[src/design/tgmi_pkg.sv]
// Shared types and helpers for the triangle mesh index generator.
// No dependencies; used by tgmi_step and the top level.
`default_nettype none

package tgmi_pkg;

  localparam int unsigned DivW    = 8;
  localparam int unsigned CursorW = 9;
  localparam int unsigned BaseW   = 17;
  localparam int unsigned IndexW  = 16;
  localparam int unsigned CountW  = 17;
  localparam int unsigned CfgIdxW = 2;

  // Register indexes of the configuration port
  localparam logic [CfgIdxW-1:0] RegColumns = 2'd0;
  localparam logic [CfgIdxW-1:0] RegRows    = 2'd1;

  typedef struct packed {
    logic [DivW-1:0]    row;
    logic [CursorW-1:0] top_cur;
    logic [CursorW-1:0] bot_cur;
    logic [BaseW-1:0]   top_base;
    logic [BaseW-1:0]   bot_base;
    logic [CountW-1:0]  tri_cnt;
  } walk_t;

  typedef struct packed {
    logic [IndexW-1:0] index_a;
    logic [IndexW-1:0] index_b;
    logic [IndexW-1:0] index_c;
    logic [CountW-1:0] triangle_number;
    logic              last_triangle;
    logic              empty_mesh;
  } result_t;

  // Walk state at triangle zero for a given column count
  function automatic walk_t walk_init(input logic [DivW-1:0] cols);
    walk_t w;
    w          = '0;
    w.bot_base = {{(BaseW-DivW){1'b0}}, cols} + BaseW'(1);
    return w;
  endfunction

endpackage

`default_nettype wire

[src/design/tgmi_step.sv]
// One walk step: next triangle of the current strip and the updated walk state.
// Depends on tgmi_pkg.
`default_nettype none

module tgmi_step (
  input  logic [tgmi_pkg::DivW-1:0] cols_i,
  input  logic [tgmi_pkg::DivW-1:0] rows_i,
  input  logic                      empty_i,
  input  tgmi_pkg::walk_t           cur_i,
  output tgmi_pkg::result_t         res_o,
  output tgmi_pkg::walk_t           nxt_o
);
  import tgmi_pkg::*;

  logic               odd;
  logic [CursorW-1:0] top_n, bot_n;
  logic [CursorW:0]   top_x, bot_x, last_x;
  logic [CursorW+1:0] tu, bu;
  logic               can_top, can_bot, adv_top;
  logic [BaseW-1:0]   a_full, b_full, c_full;
  logic [CursorW-1:0] top_cur_n, bot_cur_n;
  logic               strip_done, last;

  always_comb begin
    odd    = cur_i.row[0];
    top_n  = {1'b0, cols_i} + CursorW'(1) + {{(CursorW-1){1'b0}}, odd};
    bot_n  = {1'b0, cols_i} + CursorW'(1) + {{(CursorW-1){1'b0}}, ~odd};
    top_x  = {1'b0, cur_i.top_cur} + (CursorW+1)'(1);
    bot_x  = {1'b0, cur_i.bot_cur} + (CursorW+1)'(1);
    last_x = {2'b00, cols_i} + (CursorW+1)'(1);
    can_top = top_x < {1'b0, top_n};
    can_bot = bot_x < {1'b0, bot_n};

    // doubled u numerators; odd rows are offset by half a step, clamped at the end
    if (!odd) begin
      tu = {top_x, 1'b0};
      bu = (bot_x == last_x) ? {2'b00, cols_i, 1'b0} : ({bot_x, 1'b0} - (CursorW+2)'(1));
    end else begin
      tu = (top_x == last_x) ? {2'b00, cols_i, 1'b0} : ({top_x, 1'b0} - (CursorW+2)'(1));
      bu = {bot_x, 1'b0};
    end

    // on a tie the shorter row (the even one) goes first
    if (!can_bot)      adv_top = 1'b1;
    else if (!can_top) adv_top = 1'b0;
    else if (tu != bu) adv_top = tu < bu;
    else               adv_top = ~odd;

    a_full = cur_i.top_base + {{(BaseW-CursorW){1'b0}}, cur_i.top_cur};
    c_full = cur_i.bot_base + {{(BaseW-CursorW){1'b0}}, cur_i.bot_cur};
    b_full = adv_top ? (a_full + BaseW'(1)) : (c_full + BaseW'(1));

    top_cur_n = adv_top ? (cur_i.top_cur + CursorW'(1)) : cur_i.top_cur;
    bot_cur_n = adv_top ? cur_i.bot_cur : (cur_i.bot_cur + CursorW'(1));

    strip_done = (({1'b0, top_cur_n} + (CursorW+1)'(1)) >= {1'b0, top_n}) &&
                 (({1'b0, bot_cur_n} + (CursorW+1)'(1)) >= {1'b0, bot_n});
    last = strip_done && (({1'b0, cur_i.row} + (DivW+1)'(1)) >= {1'b0, rows_i});

    res_o                 = '0;
    nxt_o                 = cur_i;
    if (empty_i) begin
      res_o.empty_mesh = 1'b1;
    end else begin
      res_o.index_a         = a_full[IndexW-1:0];
      res_o.index_b         = b_full[IndexW-1:0];
      res_o.index_c         = c_full[IndexW-1:0];
      res_o.triangle_number = cur_i.tri_cnt;
      res_o.last_triangle   = last;

      nxt_o.top_cur = top_cur_n;
      nxt_o.bot_cur = bot_cur_n;
      nxt_o.tri_cnt = cur_i.tri_cnt + CountW'(1);
      if (last) begin
        nxt_o = walk_init(cols_i);
      end else if (strip_done) begin
        nxt_o.row      = cur_i.row + DivW'(1);
        nxt_o.top_cur  = '0;
        nxt_o.bot_cur  = '0;
        nxt_o.top_base = cur_i.bot_base;
        nxt_o.bot_base = cur_i.bot_base + {{(BaseW-CursorW){1'b0}}, bot_n};
      end
    end
  end

endmodule

`default_nettype wire

[src/design/triangle_grid_mesh_indices.sv]
// Triangle lattice index generator: one triangle per accepted item, the result
// registered at the accepting edge; throughput 1 item per cycle while the sink takes
// results, set by the combinational walk step feeding the output register.
// Reset (async, active low): 1 x 1 divisions, walk at triangle zero, no result pending.
// Depends on tgmi_pkg and tgmi_step.
`default_nettype none

module triangle_grid_mesh_indices #(
  parameter int unsigned MAX_VERTICES  = 32'd65536,
  parameter int unsigned MAX_DIVISIONS = 32'd255
) (
  input  logic                         clk_i,
  input  logic                         rst_ni,
  // configuration write port
  input  logic                         cfg_we_i,
  input  logic [tgmi_pkg::CfgIdxW-1:0] cfg_index_i,
  input  logic [tgmi_pkg::DivW-1:0]    cfg_data_i,
  // input item channel
  input  logic                         in_valid_i,
  output logic                         in_ready_o,
  input  logic                         restart_i,
  // result item channel
  output logic                         out_valid_o,
  input  logic                         out_ready_i,
  output logic [tgmi_pkg::IndexW-1:0]  index_a_o,
  output logic [tgmi_pkg::IndexW-1:0]  index_b_o,
  output logic [tgmi_pkg::IndexW-1:0]  index_c_o,
  output logic [tgmi_pkg::CountW-1:0]  triangle_number_o,
  output logic                         last_triangle_o,
  output logic                         empty_mesh_o
);
  import tgmi_pkg::*;

  // Empty flag from the vertex count: even rows cols+1, odd rows cols+2 vertices.
  // All operands are widened to the full product width before multiplying.
  function automatic logic calc_empty(input logic [DivW-1:0] cols,
                                      input logic [DivW-1:0] rows);
    logic [2*DivW+1:0]  even_rows, odd_rows, col_even, col_odd;
    logic [2*DivW+1:0]  verts;
    even_rows = ({{(DivW+2){1'b0}}, rows} + (2*DivW+2)'(2)) >> 1;
    odd_rows  = ({{(DivW+2){1'b0}}, rows} + (2*DivW+2)'(1)) >> 1;
    col_even  = {{(DivW+2){1'b0}}, cols} + (2*DivW+2)'(1);
    col_odd   = {{(DivW+2){1'b0}}, cols} + (2*DivW+2)'(2);
    verts     = (col_even * even_rows) + (col_odd * odd_rows);
    return (cols == '0) || (rows == '0) ||
           ({{(32-DivW){1'b0}}, cols} > MAX_DIVISIONS) ||
           ({{(32-DivW){1'b0}}, rows} > MAX_DIVISIONS) ||
           ({{(32-2*DivW-2){1'b0}}, verts} > MAX_VERTICES);
  endfunction

  logic [DivW-1:0] cols_q, cols_d, rows_q, rows_d;
  logic            empty_q;
  walk_t           walk_q, walk_cur, walk_nxt;
  result_t         res_q, res_step;
  logic            out_valid_q;
  logic            in_fire;

  // The output register frees up in the same cycle it is drained.
  assign in_ready_o = !out_valid_q || out_ready_i;
  assign in_fire    = in_valid_i && in_ready_o;

  always_comb begin
    cols_d = cols_q;
    rows_d = rows_q;
    if (cfg_we_i) begin
      case (cfg_index_i)
        RegColumns: cols_d = cfg_data_i;
        RegRows:    rows_d = cfg_data_i;
        default:    ;
      endcase
    end
  end

  // A restart item starts over at triangle zero before its triangle is built.
  assign walk_cur = restart_i ? walk_init(cols_q) : walk_q;

  tgmi_step u_step (
    .cols_i  (cols_q),
    .rows_i  (rows_q),
    .empty_i (empty_q),
    .cur_i   (walk_cur),
    .res_o   (res_step),
    .nxt_o   (walk_nxt)
  );

  // Sizes, empty flag and walk state. The empty flag is precomputed from the
  // new sizes, so the step path only sees a flop. Any register write restarts
  // the walk; writes to indexes past the list change nothing.
  always_ff @(posedge clk_i or negedge rst_ni) begin
    if (!rst_ni) begin
      cols_q  <= DivW'(1);
      rows_q  <= DivW'(1);
      empty_q <= 1'b0;
      walk_q  <= walk_init(DivW'(1));
    end else begin
      cols_q  <= cols_d;
      rows_q  <= rows_d;
      empty_q <= calc_empty(cols_d, rows_d);
      if (cfg_we_i && (cfg_index_i == RegColumns || cfg_index_i == RegRows)) begin
        walk_q <= walk_init(cols_d);
      end else if (in_fire) begin
        walk_q <= walk_nxt;
      end
    end
  end

  always_ff @(posedge clk_i or negedge rst_ni) begin
    if (!rst_ni) begin
      out_valid_q <= 1'b0;
    end else if (in_fire) begin
      out_valid_q <= 1'b1;
    end else if (out_ready_i) begin
      out_valid_q <= 1'b0;
    end
  end

  // result payload, no reset needed
  always_ff @(posedge clk_i) begin
    if (in_fire) begin
      res_q <= res_step;
    end
  end

  assign out_valid_o       = out_valid_q;
  assign index_a_o         = res_q.index_a;
  assign index_b_o         = res_q.index_b;
  assign index_c_o         = res_q.index_c;
  assign triangle_number_o = res_q.triangle_number;
  assign last_triangle_o   = res_q.last_triangle;
  assign empty_mesh_o      = res_q.empty_mesh;

endmodule

`default_nettype wire

[config.mk]
export PLATFORM = sky130hd
export DESIGN_NAME = triangle_grid_mesh_indices
export DESIGN_NICKNAME = d
export VERILOG_FILES = /design/src/design/tgmi_pkg.sv /design/src/design/tgmi_step.sv /design/src/design/triangle_grid_mesh_indices.sv
export SDC_FILE = /design/constraint.sdc
export NUM_CORES = 1
export LEC_CHECK = 0
export ABC_AREA = 1
export BUFFER_PORTS_ARGS = -buffer_cell sky130_fd_sc_hd__buf_2
export CORE_MARGIN = 8
export CORE_UTILIZATION = 65
export CTS_BUF_LIST = sky130_fd_sc_hd__clkbuf_8
export DETAILED_ROUTE_END_ITERATION = 10
export PLACE_DENSITY = 0.81
export SYNTH_ARGS = -nofsm -noshare
export SYNTH_HDL_FRONTEND = slang
export SYNTH_SLANG_ARGS = --single-unit
[constraint.sdc]
create_clock -name clk_i -period 13.7 [get_ports clk_i]
set_input_delay 2.74 -clock clk_i [delete_from_list [all_inputs] [get_ports clk_i]]
set_output_delay 2.74 -clock clk_i [all_outputs]
set_load 0.02 [all_outputs]
Word-level counts from Yosys, hierarchy flattened:

Index checks and enable logic that the tools add are counted.

* bits in registers: 162
* output and inout port bits: 69
* word-level logic and storage cells: 95
* bits of input ports: 16

* bitwise gates (word level): 1
* add/sub/neg operators: 27
* multiply operators: 2
* magnitude comparators: 7
* equality and inequality tests: 4
* multiplexer cells: 24
* reduce and logical (&&, ||, !) cells: 14

Operators by type and width (count)
* $mux 77: 4
* $mux 60: 2
* $add 8x1->9 const B: 7
* $mux 11: 4
* $add 9x1->10 const B: 4
* $mul 9x8->17: 2
* $add 16x1->16 const B: 2
* $add 16x9->16: 2
* $mux 8: 4
* $sub 11x1->11 const B: 2
* $eq 10x10->1: 2
* $ge 10x9->1: 2
* $lt 10x9->1: 2
* $add 17x17->18: 1
* $add 8x2->9 const B: 2
* $add 9x1->9: 2
* $add 9x1->9 const B: 2
* $gt 18x17->1 const B: 1
* $mux 9: 2
* $add 17x1->17 const B: 1
* $add 17x9->17: 1
* $mux 17: 1
* $logic_not 8->1: 2
* $mux 16: 1
* other kinds (12): 24

Logic depth before layout (Yosys ltp):

* depth in word-level cells: 19
* depth in mapped cells: 54
* depth with buffers taken out: 51

Hierarchy:

A second synthesis with hierarchy kept.

* cells, all modules: 2857
* area total of the unflattened synthesis: 19854.0 um^2

By module, submodules not included
* triangle_grid_mesh_indices: seq. area each 4393.0 um^2, cells each 1388, area each 11997.8 um^2, instances 1
* tgmi_step: seq. area each 0.0 um^2, cells each 1469, area each 7856.3 um^2, instances 1

Worst setup path after synthesis:

OpenSTA, ideal clock, no wires.

* path kind: input to register
* start point: input port cfg_we_i
* end point: register empty_q
* required time: 13.566 ns
* cell stages on the path: 33
* path buffers: 1
* path slack: 3.697 ns
* data arrival time: 9.869 ns
* setup time: 0.134 ns
* path through: inv_1 -> nor2_1 -> inv_1 -> clkbuf_1 -> nor2_1 -> inv_1 -> o21ai_1 -> inv_1 -> ha_1 -> inv_1 -> nor2_1 -> nand2_1 -> xor2_1 -> inv_1 -> nor2_1 -> fa_1 -> fa_1 -> fa_1 -> fa_1 -> fa_1 -> inv_1 -> fa_1 -> inv_1 -> ha_1 -> a21oi_1 -> a21boi_0 -> o21ai_0 -> xor2_1 -> a2111o_1 -> nor3_1 -> nand3_1 -> a21boi_0 -> o211ai_1

* word-level cells in the longest chain between the ends: 6
* elaborated cells on any way between the ends: 14
* those cells by class: 5 x add/sub; 2 x mul; 1 x order compare; 2 x mux; 4 x reduce/logical

RTL lines
* start, declared: RTL line triangle_grid_mesh_indices.sv:15 `input logic cfg_we_i,`
* $mux 8 (*): RTL line triangle_grid_mesh_indices.sv:65 `if (cfg_we_i) begin`
* net rows_d[1]: RTL line triangle_grid_mesh_indices.sv:51 `logic [DivW-1:0] cols_q, cols_d, rows_q, rows_d;`
* $add 8x2->9 / $add 8x1->9 (equally long branches): RTL line triangle_grid_mesh_indices.sv:40, triangle_grid_mesh_indices.sv:41
* $mul 9x8->17: RTL line triangle_grid_mesh_indices.sv:44 `verts = (col_even * even_rows) + (col_odd * odd_rows);`
* $add 17x17->18: RTL line triangle_grid_mesh_indices.sv:44
* $gt 18x17->1: RTL line triangle_grid_mesh_indices.sv:48 `({{(32-2*DivW-2){1'b0}}, verts} > MAX_VERTICES);`
* $logic_or 1x1->1 (*): RTL line triangle_grid_mesh_indices.sv:47 `({{(32-DivW){1'b0}}, rows} > MAX_DIVISIONS) ||`
* end signal, assigned: RTL line triangle_grid_mesh_indices.sv:98 `empty_q <= calc_empty(cols_d, rows_d);`
* end, declared: RTL line triangle_grid_mesh_indices.sv:52 `logic empty_q;`

The timed path passes the listed nets; every way through them passes the cells marked *.
A chain may end at the register's enable or synchronous reset.

Worst setup path after layout:

* start point: input port cfg_index_i[1] (netlist name)
* end point: register empty_q

* word-level cells in the longest chain between the ends: 8
* elaborated cells on any way between the ends: 18
* those cells by class: 5 x add/sub; 2 x mul; 1 x order compare; 1 x eq/ne; 4 x mux; 5 x reduce/logical

RTL lines
* start, declared: RTL line triangle_grid_mesh_indices.sv:16 `input logic [tgmi_pkg::CfgIdxW-1:0] cfg_index_i,`
* $eq 2x1->1 / $logic_not 2->1 (equally long branches): RTL line triangle_grid_mesh_indices.sv:66 `case (cfg_index_i)`
* $mux 8: RTL line triangle_grid_mesh_indices.sv:66
* $mux 8: RTL line triangle_grid_mesh_indices.sv:65
* $add 8x2->9 (tied with other cells): RTL line triangle_grid_mesh_indices.sv:40 `even_rows = ({{(DivW+2){1'b0}}, rows} + (2*DivW+2)'(2)) >> 1;`
* $mul 9x8->17: RTL line triangle_grid_mesh_indices.sv:44
* $add 17x17->18: RTL line triangle_grid_mesh_indices.sv:44
* $gt 18x17->1: RTL line triangle_grid_mesh_indices.sv:48
* $logic_or 1x1->1 (*): RTL line triangle_grid_mesh_indices.sv:47

Mark *: on every way between the ends. The rest lies on a longest branch, timed or not.

==> metrics.txt <==
status finished clean; crit-path most repeated cell inv_1; Synth Area per Inst 7.02 µm²; DP Wirelength 44.0 mm; grt total ovfl 0; Initial Util 65.5%; slowest CP cell xor2_1; Clock Skew 26.8 ps; Routed Antenna Nets 0; clock slew at reported path FFs 120 ps; beginning of the worst register-to-register path cols_q[0]; Synth Flop Type dfrtp_1; Mapped Cells 2663; CP arrival 11460 ps; Core Area 28500 µm²; Clock Path Buffers 2; asr flop ratio synth 58.1%; Hold Violations, Final 0; max cap viols 0; initial antenna violation count 1; Post-CTS Hold Buffers 0; io pins 85; Final Setup Violations 0; DRT iter0 DRCs 1912; total wire length 56.1 mm; Clock Sinks 160; register area 4350 µm²; Tmin final 11090 ps; number of synthesized flops with an enable pin 67; reg2reg setup slack 5050 ps; fin. max-slew vios 0; Tcrit/Tclk final 81.0%; via count 17900; most common cell after layout, fill and taps aside nand2_1; post-DR wirelength/cell 18.0 µm; Hold EP walk_q[45]; Crit path largest cell delay 620 ps; Max H-tree Level 4; Synth Net Count 2945; DRC violations left 0; family with the most delay on the worst path adder cells; CP required 14070 ps; die height 186 µm; Critical Path Fanout Max 16; area growth from synthesis to layout 6.17%; number of global-route vias before repair 17400; via-per-instance ratio 5.76; Die W 186 µm; HP Start walk_q[45]; Post-Route Setup TNS 0 ps; Total Routing Usage GR 33.2%; post-synth cell types 56; Root Buffer clkbuf_8; Critical R2R Capture empty_q; FP Rows 62; ANT cells 0; Rel. slew slack 23.3%; Worst Path Class, Setup in2reg; final net count 3000; footprint of the multi-input gates 12200 µm²; Clk Latency, worst-skew pair 500 ps; Num CTS Buffers 17; GP Congestion 1.04; largest net degree at the start of global routing 74; Initial DRT Pass Iterations 9; I/O Buffers 84; post-CTS setup buffer count 0; most frequent cells in the layout nand2_1 (656), inv_1 (464), nor2_1 (295), ha_1 (154), nand3_1 (149); WHS Path Cells 2; Worst Tran Pin Value 1140 ps; setup repair after global routing missed its margin false; number of gates resized after cts 0; worst reg-to-reg path cell count 38; Fmax achieved 0.0901 GHz; share of layout cells above drive strength 1 7.87%; synthesized area 18700 µm²; HP Class reg2reg; Fill cells 2504; first-pass GRT wire length 89.7 mm; stages on the worst setup path 42; CTS tree done; critical path capture point type flop; Worst Path Buf+Inv 11; critical path startpoint category primary input; synthesis-stage register bit count 160; yosys warns 0; sequential fraction of the synthesis area 23.2%; die area 34400 µm²
-- layout make-up --
cell class / instances / share of cell area (%)
well taps: 384 / 2.42
flip-flops and latches: 160 / 21.9
repair buffers: 107 / 3.00
clock inverters: 15 / 0.952
clock buffers: 17 / 1.18
multi-input cells: 1953 / 61.5
inverters: 479 / 9.06
-- kinds of logic after synthesis --
family                   synth area share, %
other                                 0.0201
AND/OR/NAND/NOR                         27.6
buffers and inverters                   11.5
adder cells (fa/ha/maj)                 22.3
AO/OA/AOI/OAI                           10.4
flip-flops                              23.2
XOR/XNOR                                4.87
-- tightest hold or removal path, delay by kind of cell (launching register included) --
| kind | cells | cell delay (ps) |
|---|---|---|
| DFF | 1 | 360 |
| and+or+nand+nor | 2 | 100 |
-- worst max path at each step --
stage	from	to	slack, ps
global placement	cfg_index_i[1]	empty_q	2480
floorplan	cfg_we_i	empty_q	3700
global route	cfg_we_i	empty_q	2060
finish	cfg_index_i[1]	empty_q	2610
detailed placement	cfg_index_i[1]	empty_q	2250
CTS	cfg_index_i[1]	empty_q	2770
-- flip-flops by register name (all words and copies together), names as in the netlist --
register / flops
index_c_o: 16
rows_q: 8
cols_q: 8
empty_mesh_o: 1
last_triangle_o: 1
empty_q: 1
index_b_o: 16
index_a_o: 16
walk_q: 75
triangle_number_o: 17
out_valid_o: 1
-- per-stage QoR --
step | setup WS, ps | utilization (%) | hold WS [ps] | std cells | cell area [µm²]
after floorplan | 3700 | - | 449 | 2663 | 18700
after global placement | 2480 | 68.0 | 462 | 3083 | 19400
after detailed placement | 2250 | 68.0 | 465 | 3083 | 19400
after CTS | 2770 | 69.5 | 491 | 3115 | 19800
after global routing | 2060 | 69.5 | 512 | 3115 | 19800
final | 2610 | 69.5 | 490 | 3115 | 19800
-- per-layer routing --
metal	up-vias	share of wire, %	track usage, %
met3	214	8.7	4.78
met1	8313	39	41.1
met2	894	46	54.8
met5	-	0.018	0
li1	8525	-	-
met4	2	6.3	19.3
-- Yosys cell counts (6+ instances only) --
library cell,count,share of area [%]
o21bai_1,15,0.60
o22ai_1,30,1.0
nor3_1,36,0.96
xnor2_1,22,1.0
o21ai_0,128,3.4
a21oi_1,110,2.9
buf_2,9,0.24
nand2_1,656,13
fa_1,112,12
nor2_1,296,5.9
dfrtp_1,90,12
buf_6,9,0.54
o21ai_2,6,0.28
inv_2,10,0.20
o21a_1,6,0.24
clkbuf_1,43,0.86
buf_1,7,0.14
nor4_1,8,0.27
or2_2,7,0.23
nand2_2,24,0.80
xor2_1,82,3.8
inv_1,465,9.3
nand4_1,22,0.74
nor2_2,10,0.33
edfxtp_1,67,11
ha_1,154,10
nand3_1,149,4.0
o21ai_1,30,0.80
Power is not shown: default switching activity piles up to over one toggle a cycle in this logic, so the estimate is an artifact.
